===== config.mk =====
export PLATFORM = sky130hd
export DESIGN_NAME = positional_list_store
export DESIGN_NICKNAME = d
export VERILOG_FILES = /design/src/plstr_pkg.sv /design/src/plstr_ram.sv /design/src/positional_list_store.sv
export SDC_FILE = /design/constraint.sdc
export NUM_CORES = 1
export LEC_CHECK = 0
export ABC_CLOCK_PERIOD_IN_PS = 11800
export BUFFER_PORTS_ARGS = -buffer_cell sky130_fd_sc_hd__buf_2
export CORE_MARGIN = 4
export CORE_UTILIZATION = 45
export DETAILED_ROUTE_END_ITERATION = 16
export PLACE_DENSITY = 0.58
export REMOVE_ABC_BUFFERS = 1
export SYNTH_ARGS = -nofsm -noshare
export SYNTH_HDL_FRONTEND = slang
export SYNTH_HIERARCHICAL = 1
export SYNTH_SLANG_ARGS = --single-unit

===== constraint.sdc =====
create_clock -name clk -period 11.8 [get_ports clk]
set_input_delay 0.59 -clock clk [delete_from_list [all_inputs] [get_ports clk]]
set_output_delay 0.59 -clock clk [all_outputs]
set_load 0.005 [all_outputs]

===== src/plstr_pkg.sv =====
// ----------------------------------------------------------------------------
// plstr_pkg
// shared constants, command and status codes for the positional list store
// ----------------------------------------------------------------------------
package plstr_pkg;

	localparam int CAPACITY = 32;
	localparam int ADDR_W   = $clog2(CAPACITY);
	localparam int CNT_W    = $clog2(CAPACITY + 1);
	localparam int VAL_W    = 11;
	localparam int POS_W    = 11;
	localparam int CMP_W    = 12;

	typedef logic [2:0] cmd_t;
	typedef logic [1:0] status_t;

	localparam cmd_t CMD_INS_FRONT = 3'd0;
	localparam cmd_t CMD_INS_BACK  = 3'd1;
	localparam cmd_t CMD_INS_AT    = 3'd2;
	localparam cmd_t CMD_READ_ALL  = 3'd3;
	localparam cmd_t CMD_UPDATE    = 3'd4;
	localparam cmd_t CMD_DEL_FRONT = 3'd5;
	localparam cmd_t CMD_DEL_BACK  = 3'd6;
	localparam cmd_t CMD_DEL_AT    = 3'd7;

	localparam status_t ST_OK     = 2'd0;
	localparam status_t ST_EMPTY  = 2'd1;
	localparam status_t ST_BADPOS = 2'd2;
	localparam status_t ST_FULL   = 2'd3;

endpackage


===== src/plstr_ram.sv =====
// ----------------------------------------------------------------------------
// plstr_ram
// generic simple dual-port ram, one write and one registered read per cycle
// ----------------------------------------------------------------------------
module plstr_ram #(
	parameter int WIDTH = 11,
	parameter int DEPTH = 32
) (
	input  logic                     clk,
	input  logic                     we,
	input  logic [$clog2(DEPTH)-1:0] waddr,
	input  logic [WIDTH-1:0]         wdata,
	input  logic [$clog2(DEPTH)-1:0] raddr,
	output logic [WIDTH-1:0]         rdata
);

	logic [WIDTH-1:0] mem_q [DEPTH];

	always_ff @(posedge clk) begin
		if (we) begin
			mem_q[waddr] <= wdata;
		end
		rdata <= mem_q[raddr];
	end

endmodule


===== src/positional_list_store.sv =====
// ----------------------------------------------------------------------------
// positional_list_store
// bounded ordered list of signed values with positional insert and delete
// ----------------------------------------------------------------------------
// The list lives in slots 0 .. length-1 of a CAPACITY-entry ram in list
// order. One request is taken at a time: in_ready is high only while the
// sequencer is idle. Insert and delete open or close a gap by walking the
// entries behind the position with one shared index counter, one ram read
// followed by one ram write per moved entry. At most CAPACITY-1 entries
// move in an insert or delete. Read all loads one result per entry, with
// last on the final one; every other request gives one result. Update and
// failed requests load their result without a walk. in_ready is high
// again in the cycle right after the last result is loaded. The result
// sits in an output register, so the next request can be taken while it
// waits; a result that finds the output register still full holds the
// sequencer until the receiver takes the waiting one. The ram needs no
// clearing pass: only written slots are read.
// ----------------------------------------------------------------------------
module positional_list_store (
	input  logic                                clk,
	input  logic                                arst_n,
	input  logic                                in_valid,
	output logic                                in_ready,
	input  logic [2:0]                          cmd,
	input  logic signed [plstr_pkg::POS_W-1:0]  position,
	input  logic signed [plstr_pkg::VAL_W-1:0]  value,
	output logic                                out_valid,
	input  logic                                out_ready,
	output logic [1:0]                          status,
	output logic signed [plstr_pkg::VAL_W-1:0]  entry_value,
	output logic                                entry_valid,
	output logic                                last,
	output logic [5:0]                          length_now
);

	// sequencer states
	localparam logic [2:0] S_IDLE     = 3'd0;
	localparam logic [2:0] S_OPEN     = 3'd1;
	localparam logic [2:0] S_OPEN_WR  = 3'd2;
	localparam logic [2:0] S_CLOSE    = 3'd3;
	localparam logic [2:0] S_CLOSE_WR = 3'd4;
	localparam logic [2:0] S_RD_ISSUE = 3'd5;
	localparam logic [2:0] S_RD_WAIT  = 3'd6;
	localparam logic [2:0] S_RESP     = 3'd7;

	logic [2:0]                        state_q, state_d;
	logic [plstr_pkg::CNT_W-1:0]       count_q, count_d;
	logic [plstr_pkg::CNT_W-1:0]       idx_q, idx_d;
	logic [plstr_pkg::CNT_W-1:0]       at_q, at_d;
	logic [plstr_pkg::VAL_W-1:0]       val_q, val_d;
	plstr_pkg::status_t                res_st_q, res_st_d;

	// output register
	logic                              ov_q, ov_d;
	plstr_pkg::status_t                ost_q, ost_d;
	logic [plstr_pkg::VAL_W-1:0]       oval_q, oval_d;
	logic                              oev_q, oev_d;
	logic                              olast_q, olast_d;
	logic [5:0]                        olen_q, olen_d;

	// ram port
	logic                              ram_we;
	logic [plstr_pkg::ADDR_W-1:0]      ram_waddr, ram_raddr;
	logic [plstr_pkg::VAL_W-1:0]       ram_wdata, ram_rdata;

	// shared index unit
	logic [plstr_pkg::CNT_W-1:0]       idx_inc, idx_dec;
	logic [plstr_pkg::CNT_W-1:0]       pos_idx;

	logic                              accept;
	logic                              can_load;
	logic                              is_empty, is_full;
	logic                              pos_ge1, pos_ok_ins, pos_ok_upd;
	logic [plstr_pkg::CMP_W-1:0]       pos_ext, cnt_ext;

	assign accept   = in_valid && in_ready;
	assign in_ready = (state_q == S_IDLE);
	assign can_load = !ov_q || out_ready;

	assign idx_inc  = plstr_pkg::CNT_W'(idx_q + plstr_pkg::CNT_W'(1));
	assign idx_dec  = plstr_pkg::CNT_W'(idx_q - plstr_pkg::CNT_W'(1));

	assign is_empty = (count_q == '0);
	assign is_full  = (count_q == plstr_pkg::CNT_W'(plstr_pkg::CAPACITY));

	// position range checks on the signed request position
	assign pos_ext    = plstr_pkg::CMP_W'(position[plstr_pkg::POS_W-2:0]);
	assign cnt_ext    = plstr_pkg::CMP_W'(count_q);
	assign pos_ge1    = !position[plstr_pkg::POS_W-1] && (pos_ext != '0);
	assign pos_ok_ins = pos_ge1 && (pos_ext <= cnt_ext + plstr_pkg::CMP_W'(1));
	assign pos_ok_upd = pos_ge1 && (pos_ext <= cnt_ext);
	assign pos_idx    = plstr_pkg::CNT_W'(pos_ext - plstr_pkg::CMP_W'(1));

	always_comb begin
		state_d   = state_q;
		count_d   = count_q;
		idx_d     = idx_q;
		at_d      = at_q;
		val_d     = val_q;
		res_st_d  = res_st_q;
		ov_d      = ov_q && !out_ready;
		ost_d     = ost_q;
		oval_d    = oval_q;
		oev_d     = oev_q;
		olast_d   = olast_q;
		olen_d    = olen_q;
		ram_we    = 1'b0;
		ram_waddr = idx_q[plstr_pkg::ADDR_W-1:0];
		ram_wdata = val_q;
		ram_raddr = idx_q[plstr_pkg::ADDR_W-1:0];

		case (state_q)
			S_IDLE: begin
				if (accept) begin
					val_d    = value;
					res_st_d = plstr_pkg::ST_OK;
					state_d  = S_RESP;
					case (cmd)
						plstr_pkg::CMD_INS_FRONT, plstr_pkg::CMD_INS_BACK: begin
							if (is_full) begin
								res_st_d = plstr_pkg::ST_FULL;
							end else begin
								at_d    = (cmd == plstr_pkg::CMD_INS_FRONT) ? '0 : count_q;
								idx_d   = count_q;
								state_d = S_OPEN;
							end
						end
						plstr_pkg::CMD_INS_AT: begin
							if (is_empty) begin
								res_st_d = plstr_pkg::ST_EMPTY;
							end else if (!pos_ok_ins) begin
								res_st_d = plstr_pkg::ST_BADPOS;
							end else if (is_full) begin
								res_st_d = plstr_pkg::ST_FULL;
							end else begin
								at_d    = pos_idx;
								idx_d   = count_q;
								state_d = S_OPEN;
							end
						end
						plstr_pkg::CMD_READ_ALL: begin
							if (is_empty) begin
								res_st_d = plstr_pkg::ST_EMPTY;
							end else begin
								idx_d   = '0;
								state_d = S_RD_ISSUE;
							end
						end
						plstr_pkg::CMD_UPDATE: begin
							if (is_empty) begin
								res_st_d = plstr_pkg::ST_EMPTY;
							end else if (!pos_ok_upd) begin
								res_st_d = plstr_pkg::ST_BADPOS;
							end else begin
								// in-place write, no walk needed
								ram_we    = 1'b1;
								ram_waddr = pos_idx[plstr_pkg::ADDR_W-1:0];
								ram_wdata = value;
							end
						end
						plstr_pkg::CMD_DEL_FRONT, plstr_pkg::CMD_DEL_BACK: begin
							if (is_empty) begin
								res_st_d = plstr_pkg::ST_EMPTY;
							end else begin
								idx_d   = (cmd == plstr_pkg::CMD_DEL_FRONT) ? '0 :
									plstr_pkg::CNT_W'(count_q - plstr_pkg::CNT_W'(1));
								state_d = S_CLOSE;
							end
						end
						plstr_pkg::CMD_DEL_AT: begin
							if (is_empty) begin
								res_st_d = plstr_pkg::ST_EMPTY;
							end else if (!pos_ok_upd) begin
								res_st_d = plstr_pkg::ST_BADPOS;
							end else begin
								idx_d   = pos_idx;
								state_d = S_CLOSE;
							end
						end
						default: begin
							res_st_d = plstr_pkg::ST_OK;
						end
					endcase
				end
			end
			// open a gap: move entries down from the tail toward the insert slot
			S_OPEN: begin
				if (idx_q > at_q) begin
					ram_raddr = idx_dec[plstr_pkg::ADDR_W-1:0];
					state_d   = S_OPEN_WR;
				end else begin
					ram_we    = 1'b1;
					ram_waddr = at_q[plstr_pkg::ADDR_W-1:0];
					ram_wdata = val_q;
					count_d   = plstr_pkg::CNT_W'(count_q + plstr_pkg::CNT_W'(1));
					state_d   = S_RESP;
				end
			end
			S_OPEN_WR: begin
				ram_we    = 1'b1;
				ram_wdata = ram_rdata;
				idx_d     = idx_dec;
				state_d   = S_OPEN;
			end
			// close a gap: pull following entries up by one slot
			S_CLOSE: begin
				if (idx_inc < count_q) begin
					ram_raddr = idx_inc[plstr_pkg::ADDR_W-1:0];
					state_d   = S_CLOSE_WR;
				end else begin
					count_d = plstr_pkg::CNT_W'(count_q - plstr_pkg::CNT_W'(1));
					state_d = S_RESP;
				end
			end
			S_CLOSE_WR: begin
				ram_we    = 1'b1;
				ram_wdata = ram_rdata;
				idx_d     = idx_inc;
				state_d   = S_CLOSE;
			end
			// read out: address held on idx, data arrives in the next cycle
			S_RD_ISSUE: begin
				state_d = S_RD_WAIT;
			end
			S_RD_WAIT: begin
				if (can_load) begin
					ov_d    = 1'b1;
					ost_d   = plstr_pkg::ST_OK;
					oval_d  = ram_rdata;
					oev_d   = 1'b1;
					olast_d = (idx_inc == count_q);
					olen_d  = 6'(count_q);
					idx_d   = idx_inc;
					state_d = (idx_inc == count_q) ? S_IDLE : S_RD_ISSUE;
				end
			end
			S_RESP: begin
				if (can_load) begin
					ov_d    = 1'b1;
					ost_d   = res_st_q;
					oval_d  = '0;
					oev_d   = 1'b0;
					olast_d = 1'b1;
					olen_d  = 6'(count_q);
					state_d = S_IDLE;
				end
			end
			default: begin
				state_d = S_IDLE;
			end
		endcase
	end

	always_ff @(posedge clk or negedge arst_n) begin
		if (!arst_n) begin
			state_q <= S_IDLE;
			count_q <= '0;
			ov_q    <= 1'b0;
		end else begin
			state_q <= state_d;
			count_q <= count_d;
			ov_q    <= ov_d;
		end
	end

	// payload registers
	always_ff @(posedge clk) begin
		idx_q    <= idx_d;
		at_q     <= at_d;
		val_q    <= val_d;
		res_st_q <= res_st_d;
		ost_q    <= ost_d;
		oval_q   <= oval_d;
		oev_q    <= oev_d;
		olast_q  <= olast_d;
		olen_q   <= olen_d;
	end

	plstr_ram #(
		.WIDTH (plstr_pkg::VAL_W),
		.DEPTH (plstr_pkg::CAPACITY)
	) u_store (
		.clk   (clk),
		.we    (ram_we),
		.waddr (ram_waddr),
		.wdata (ram_wdata),
		.raddr (ram_raddr),
		.rdata (ram_rdata)
	);

	assign out_valid   = ov_q;
	assign status      = ost_q;
	assign entry_value = oval_q;
	assign entry_valid = oev_q;
	assign last        = olast_q;
	assign length_now  = olen_q;

	// list length never exceeds the store
	a_count_bound: assert property (@(posedge clk) disable iff (!arst_n)
		count_q <= plstr_pkg::CNT_W'(plstr_pkg::CAPACITY))
		else $error("list length beyond capacity");

	// length moves by at most one per cycle
	a_count_step: assert property (@(posedge clk) disable iff (!arst_n)
		(count_q != $past(count_q)) |->
		(count_q == plstr_pkg::CNT_W'($past(count_q) + plstr_pkg::CNT_W'(1)) ||
		 count_q == plstr_pkg::CNT_W'($past(count_q) - plstr_pkg::CNT_W'(1))))
		else $error("list length jumped");

	// read-out only walks live slots
	a_read_in_range: assert property (@(posedge clk) disable iff (!arst_n)
		(state_q == S_RD_WAIT) |-> (idx_q < count_q))
		else $error("read index past list end");

	// an entry on the output always carries ok status
	a_entry_ok: assert property (@(posedge clk) disable iff (!arst_n)
		(ov_q && oev_q) |-> (ost_q == plstr_pkg::ST_OK))
		else $error("entry with failing status");

endmodule

**Word-level counts from Yosys, hierarchy flattened**

Memory sizes are Yosys's and may differ from the RTL's. A register that Yosys moved wholly into a read port is not among the register bits.
Index checks and enable logic that the tools add are counted.

- $add $sub $neg: 6
- $lt $le $gt $ge: 4
- Equal/unequal tests: 32
- Mux-type cells: 78
- Reductions and logical operators: 30

Operator list:

| operator | number |
|---|---|
| 6-bit 2-to-1 mux | 17 |
| 11-bit 2-to-1 mux | 6 |
| 11-bit case mux with 2 select lines | 2 |
| 5-bit 2-to-1 mux | 7 |
| 3-bit 2-to-1 mux | 11 |
| 6-bit case mux with 5 select lines | 1 |
| 3-bit equality test (second input constant) | 8 |
| 3-bit case mux with 8 select lines | 1 |
| 6-bit case mux with 2 select lines | 2 |
| 6-bit case mux with 4 select lines | 1 |
| 5-bit case mux with 2 select lines | 2 |
| 2-bit 2-to-1 mux | 9 |
| 3-bit inequality test (second input constant) | 6 |
| 6-bit by 1-bit subtractor with 6-bit output (second input constant) | 3 |
| 2-bit inequality test (second input constant) | 8 |
| 3-bit case mux with 5 select lines | 1 |
| 1-bit 2-to-1 mux | 13 |
| 6-bit by 1-bit adder with 6-bit output (second input constant) | 2 |
| 3-bit by 2-bit equality test with 1-bit output (second input constant) | 4 |
| 12-bit nonzero test | 1 |
| 10-bit by 6-bit less-or-equal comparator with 1-bit output | 1 |
| 10-bit by 7-bit less-or-equal comparator with 1-bit output | 1 |
| 10-bit AND reduction | 1 |
| 2-bit OR reduction | 5 |
| 23 further kinds | 37 |

- Bits in registers: 56
- Bits in writable memories: 352
- Input bits: 29
- Memories: 1

Memories:

| memory | words | bits a word | read ports | clocked after Yosys merged registers in | wr ports | line | source |
|---|---|---|---|---|---|---|---|
| u_store.mem_q | 32 | 11 | 1 | 1 | 1 | plstr_ram.sv:17 | `logic [WIDTH-1:0] mem_q [DEPTH];` |

**Logic depth before layout (Yosys ltp)**

- Word-level depth: 10
- Mapped depth: 20

**By module**

The synthesis kept the hierarchy.

Modules (own cells, without submodules):

| module | times used | cells an instance | area an instance (um^2) | sequential area each (um^2) |
|---|---|---|---|---|
| plstr_ram | 1 | 801 | 14,192.4 | 10,790.3 |
| positional_list_store | 1 | 482 | 4,410.5 | 1,631.6 |

**Worst setup path before layout**

OpenSTA, ideal clock, no wires.

- Path kind: flip-flop to flip-flop
- Start: register count_q[0] (netlist bit)
- End: memory u_store.mem_q[0][0], enable pin
- Arrival time: 3.520 ns
- Data required time: 11.422 ns
- Path slack: 7.901 ns
- Stages on the path, launching flop included: 14
- Path buffers: 4
- Clock period less this slack: 3.899 ns
- Path through: dfrtp_1 > clkbuf_1 > inv_1 > ha_1 > or3b_2 > nor3_1 > or3_1 > nor3_2 > buf_6 > buf_12 > a221o_1 > or3b_2 > clkbuf_1 > nor2_1

RTL lines:

| what | line | source |
|---|---|---|
| from (decl) | positional_list_store.sv:47 | `logic [plstr_pkg::CNT_W-1:0] count_q, count_d;` |
| from (signal assigned) | positional_list_store.sv:261 | `count_q <= count_d;` |
| 10-bit by 6-bit less-or-equal comparator with 1-bit output | positional_list_store.sv:91 | `assign pos_ok_upd = pos_ge1 && (pos_ext <= cnt_ext);` |
| 1-bit logical AND | positional_list_store.sv:91 |  |
| 5-bit 2-to-1 mux | positional_list_store.sv:152 | `end else if (!pos_ok_upd) begin` |
| 5-bit 2-to-1 mux * | positional_list_store.sv:150 | `if (is_empty) begin` |
| 5-bit 2-to-1 mux * | positional_list_store.sv:118 | `case (cmd)` |
| 5-bit 2-to-1 mux * | positional_list_store.sv:114 | `if (accept) begin` |
| 5-bit case mux with 2 select lines * | positional_list_store.sv:112 | `case (state_q)` |
| named net ram_waddr, one bit | positional_list_store.sv:63 | `logic [plstr_pkg::ADDR_W-1:0] ram_waddr, ram_raddr;` |
| to (decl) | plstr_ram.sv:17 |  |

Mark *: on every way through the listed nets, which the timed path passes. The rest lies on a longest branch.

**Final worst setup path**

- Start: register idx_q[2] (netlist bit)
- End: register u_store.rdata[10] (read register of u_store.mem_q)

- Longest elaborated chain between the ends: 4

Ends and longest elaborated chain:

| what | line | source |
|---|---|---|
| from (decl) | positional_list_store.sv:48 | `logic [plstr_pkg::CNT_W-1:0] idx_q, idx_d;` |
| from (signal assigned) | positional_list_store.sv:268 | `idx_q <= idx_d;` |
| 6-bit by 1-bit adder with 6-bit output | positional_list_store.sv:80 | `assign idx_inc = plstr_pkg::CNT_W'(idx_q + plstr_pkg::CNT_W'(1));` |
| 6-bit < comparator | positional_list_store.sv:207 | `if (idx_inc < count_q) begin` |
| 5-bit 2-to-1 mux | positional_list_store.sv:207 |  |
| 5-bit case mux with 2 select lines * | positional_list_store.sv:112 |  |
| named net ram_raddr, one bit | positional_list_store.sv:63 |  |
| to (decl) | plstr_ram.sv:14 | `output logic [WIDTH-1:0] rdata` |

Marked as above.
A chain may end at the register's enable or synchronous reset.

==> flow_summary.json <==
{
  "use_met3_pct": 3.25,
  "synth_top_cells_by_area": "sky130_fd_sc_hd__edfxtp_1, sky130_fd_sc_hd__mux2i_1, sky130_fd_sc_hd__ha_1",
  "path_cells": "nand2_1 > nor2_1 > nand3_1 > xnor2_1 > ha_1 > a21oi_1 > nand2_1 > o21bai_1 > nor2b_1 > nand2_1 > xnor2_2 > buf_4 > buf_4 > mux2i_1 > a22o_1 > nor3_1 > a31oi_1 > nand3_1",
  "drt_pass1_iterations": 6,
  "clock-skew-final_ns": 0.0177,
  "finalSetupViolCount": 0,
  "maximum_number_of_pins_on_one_net_before_global_route_repair": 63,
  "worst_hold_path.endpoint": "val_q[1]",
  "fp.dieArea_um2": 44700,
  "critPathLaunchType": "flop",
  "wl_um": 46600,
  "clock_sink_count": 419,
  "fillCellCount": 3470,
  "cpLargestDelayFamily": "buffers and inverters",
  "regToRegStartpoint": "idx_q[2]",
  "drc_errors": 0,
  "max_freq_mhz": 164,
  "first_global_vias": 10900,
  "synth.yosys.warnings": 6,
  "slew-limit-headroom_pct": 14.6,
  "layout.cells.most_common": "sky130_fd_sc_hd__edfxtp_1",
  "detailed_route_via_count": 11200,
  "most_frequent_cell_on_critical_path": "sky130_fd_sc_hd__nand2_1",
  "wire_length_of_the_first_global_routing_pass_um": 69800,
  "worst_r2r_path_depth": 18,
  "grt_remaining_overflow": 0,
  "power-per-cell-area_nw_per_um2": 322,
  "routed_length_per_instance_um": 24.5,
  "postSynth.topFlopCell": "sky130_fd_sc_hd__edfxtp_1",
  "yosysTopAreaCell": "sky130_fd_sc_hd__edfxtp_1",
  "worst-r2r-setup-slack_ns": 5.71,
  "tritoncts": "yes",
  "setup_repair_after_global_routing_missed_its_margin": "false",
  "status": "finished, final reports clean",
  "crit_path_dat_ns": 6.52,
  "fp.dieW_um": 211,
  "globalRouteMet2Util_pct": 32.7,
  "tightest_slew_ns": 1.28,
  "io_pins": 52,
  "grt_usage_pct": 20.6,
  "area_share_of_the_largest_cell_type_after_synthesis_pct": 64.2,
  "power_leakage_uw": 0.00734,
  "dpl_wire_length_um": 29100,
  "routed_via_density": 5.88,
  "worst_path_largest_cell_delay_ns": 0.97,
  "die_h_um": 211,
  "initial_antenna_violation_count": 1,
  "synthesized_area_divided_by_synthesized_cell_count_um2": 14.5,
  "syn-cell-area_um2": 18600,
  "insertion_delay_ns": 0.57,
  "post_synth_inst_count": 1283,
  "initial_core_util_pct": 45.6,
  "ctsHtreeMaxLevel": 2,
  "final_cell_mix": "sky130_fd_sc_hd__edfxtp_1, sky130_fd_sc_hd__mux2i_1, sky130_fd_sc_hd__nor2_1",
  "preCtsSetupSlack_ns": 5.64,
  "clkSlewWorstSetupHoldPaths_ns": 0.06,
  "postSynthRegisterBits": 419,
  "finalWorstPathRequiredPeriod_ns": 6.09,
  "hold_start": "value[1]",
  "final_hold_viol_count": 0,
  "ant_nets": 0,
  "timing_max_transition_violations_final": 0,
  "cts_buffer_depth": 3,
  "layout-drive-gt1-share_pct": 12.7,
  "critical_path.reg2reg.endpoint": "u_store/rdata[10]",
  "place_congestion": 0.869,
  "final.period_utilization_pct": 51.6,
  "path_buf_inv": 2,
  "timing_worst_setup_path_type": "reg -> reg",
  "min_path_type": "in -> reg",
  "global_route.peak_usage_layer": "met2",
  "coreArea_um2": 40800,
  "final_cell_area_um2": 20700,
  "end_kind": "flop",
  "synth.yosys.seq_area_share_pct": 66.8,
  "count_of_cells_along_the_worst_hold_path": 1,
  "core.rowCount": 74,
  "placement.io_buffers": 51,
  "max_cap_viol_count": 0,
  "cp_max_fo": 62,
  "clockRootBuffer": "sky130_fd_sc_hd__clkbuf_16",
  "post-route-worst-setup-slack_ns": 5.71,
  "vdd.ir_drop.worst_mv": 0.223,
  "critical-path-slowest-cell": "sky130_fd_sc_hd__buf_4",
  "total_cts_buffers": 45,
  "areaGrowthSynthToFinish_pct": 11.4,
  "worst_ep_required_time_ns": 12.23,
  "nNetsFinal": 1396,
  "global_route.usage.met1_pct": 30.3,
  "async_flop_share_pct": 2.39,
  "drt_iter0_markers": 1182,
  "placed_cell_area_um2": 19300,
  "synth.distinct_cells": 64,
  "synth_enable_flop_cells": 398,
  "diodes": 0
}
[per-stage QoR]
step	cells	power [µW]	utilization [%]	hold slack (ns)	TNS (ns)
2_1_floorplan	1206	4670	-	0.294	-54.02
3_3_place_gp	1820	5330	47.3	0.459	0
3_5_place_dp	1820	5350	47.3	0.463	0
4_1_cts	1903	6710	50.7	0.203	0
5_1_grt	1903	7020	50.7	0.207	0
6_report	1903	6670	50.7	0.231	0
[synth_stat cells (all sizes together), types with 3 or more instances]
cell    instances
dfrtp          10
nand4          13
a21o            3
buf            39
a221oi          4
o21ai          35
a311oi          3
nor3b           4
ha             31
xor2            6
nand2b          4
nand3b          9
edfxtp        398
a21oi          50
nor2b          12
mux2i         189
nand2          56
or2             5
or3b            5
and2           13
a22oi          45
a221o          10
inv            25
nor2           76
a222oi         11
clkbuf         38
o21bai          3
nand3          45
or3             4
xnor2          16
a22o           35
nor3           25
dfxtp          11
a211oi          6
o211ai          5
o31ai           5
a31oi          14
[per-layer routing]
layer,vias up,share of wire [%]
met2,385,47
li1,5109,-
met3,60,6.2
met5,-,0
met1,5637,45
met4,0,1.7
[layout make-up]
cell class	count	area, µm²	share of cell area, %
multi-input combinational	760	5630	27.2
tap	532	666	3.21
clock inverter	23	213	1.03
timing repair buffer	83	498	2.40
inverter	27	106	0.513
sequential	419	12400	60.0
clock buffer	59	1190	5.74
[cells by family after synthesis]
family	count (synthesis)	synth area share, %
flops	419	66.8
simple gates	277	7.40
compound gates	240	9.09
mux	190	10.2
buf+inv	104	3.38
fa+ha+maj	31	2.09
xor+xnor	22	1.04
[flip-flops by register name, summed over array words and instances (netlist names)]
signal and flops:
at_q 6, count_q 6, entry_valid 1, entry_value 11
idx_q 6, last 1, length_now 6, out_valid 1
res_st_q 2, state_q 3, status 2, u_store/mem_q 352
u_store/rdata 11, val_q 11
[power by group]
part / leakage, µW / switching, µW / internal (µW)
sequential: 0.00382 / 133 / 2130
combinational: 0.00284 / 2010 / 1040
clock: 0.000684 / 556 / 795
total: 0.00734 / 2700 / 3970
[worst max-delay path by stage]
stage	from	to	slack (ns)	depth (start not counted)
finish	idx_q[2]	u_store/rdata[10]	5.71	18
global route	idx_q[2]	u_store/rdata[10]	5.14	18
CTS	idx_q[2]	u_store/rdata[10]	5.62	18
detailed placement	idx_q[2]	u_store/rdata[10]	5.64	18
global placement	idx_q[2]	u_store/rdata[10]	5.72	18
floorplan	idx_q[2]	u_store/rdata[0]	-4.91	16
[what timing repair did]
item | 4_1_cts | 5_1_grt
buffers inserted | 0 | 0
hold endpoints to repair | 10 | 0
gates resized for setup | 0 | 0
hold buffers | 1 | 0
Note: power is estimated with default switching activity, not from simulation.
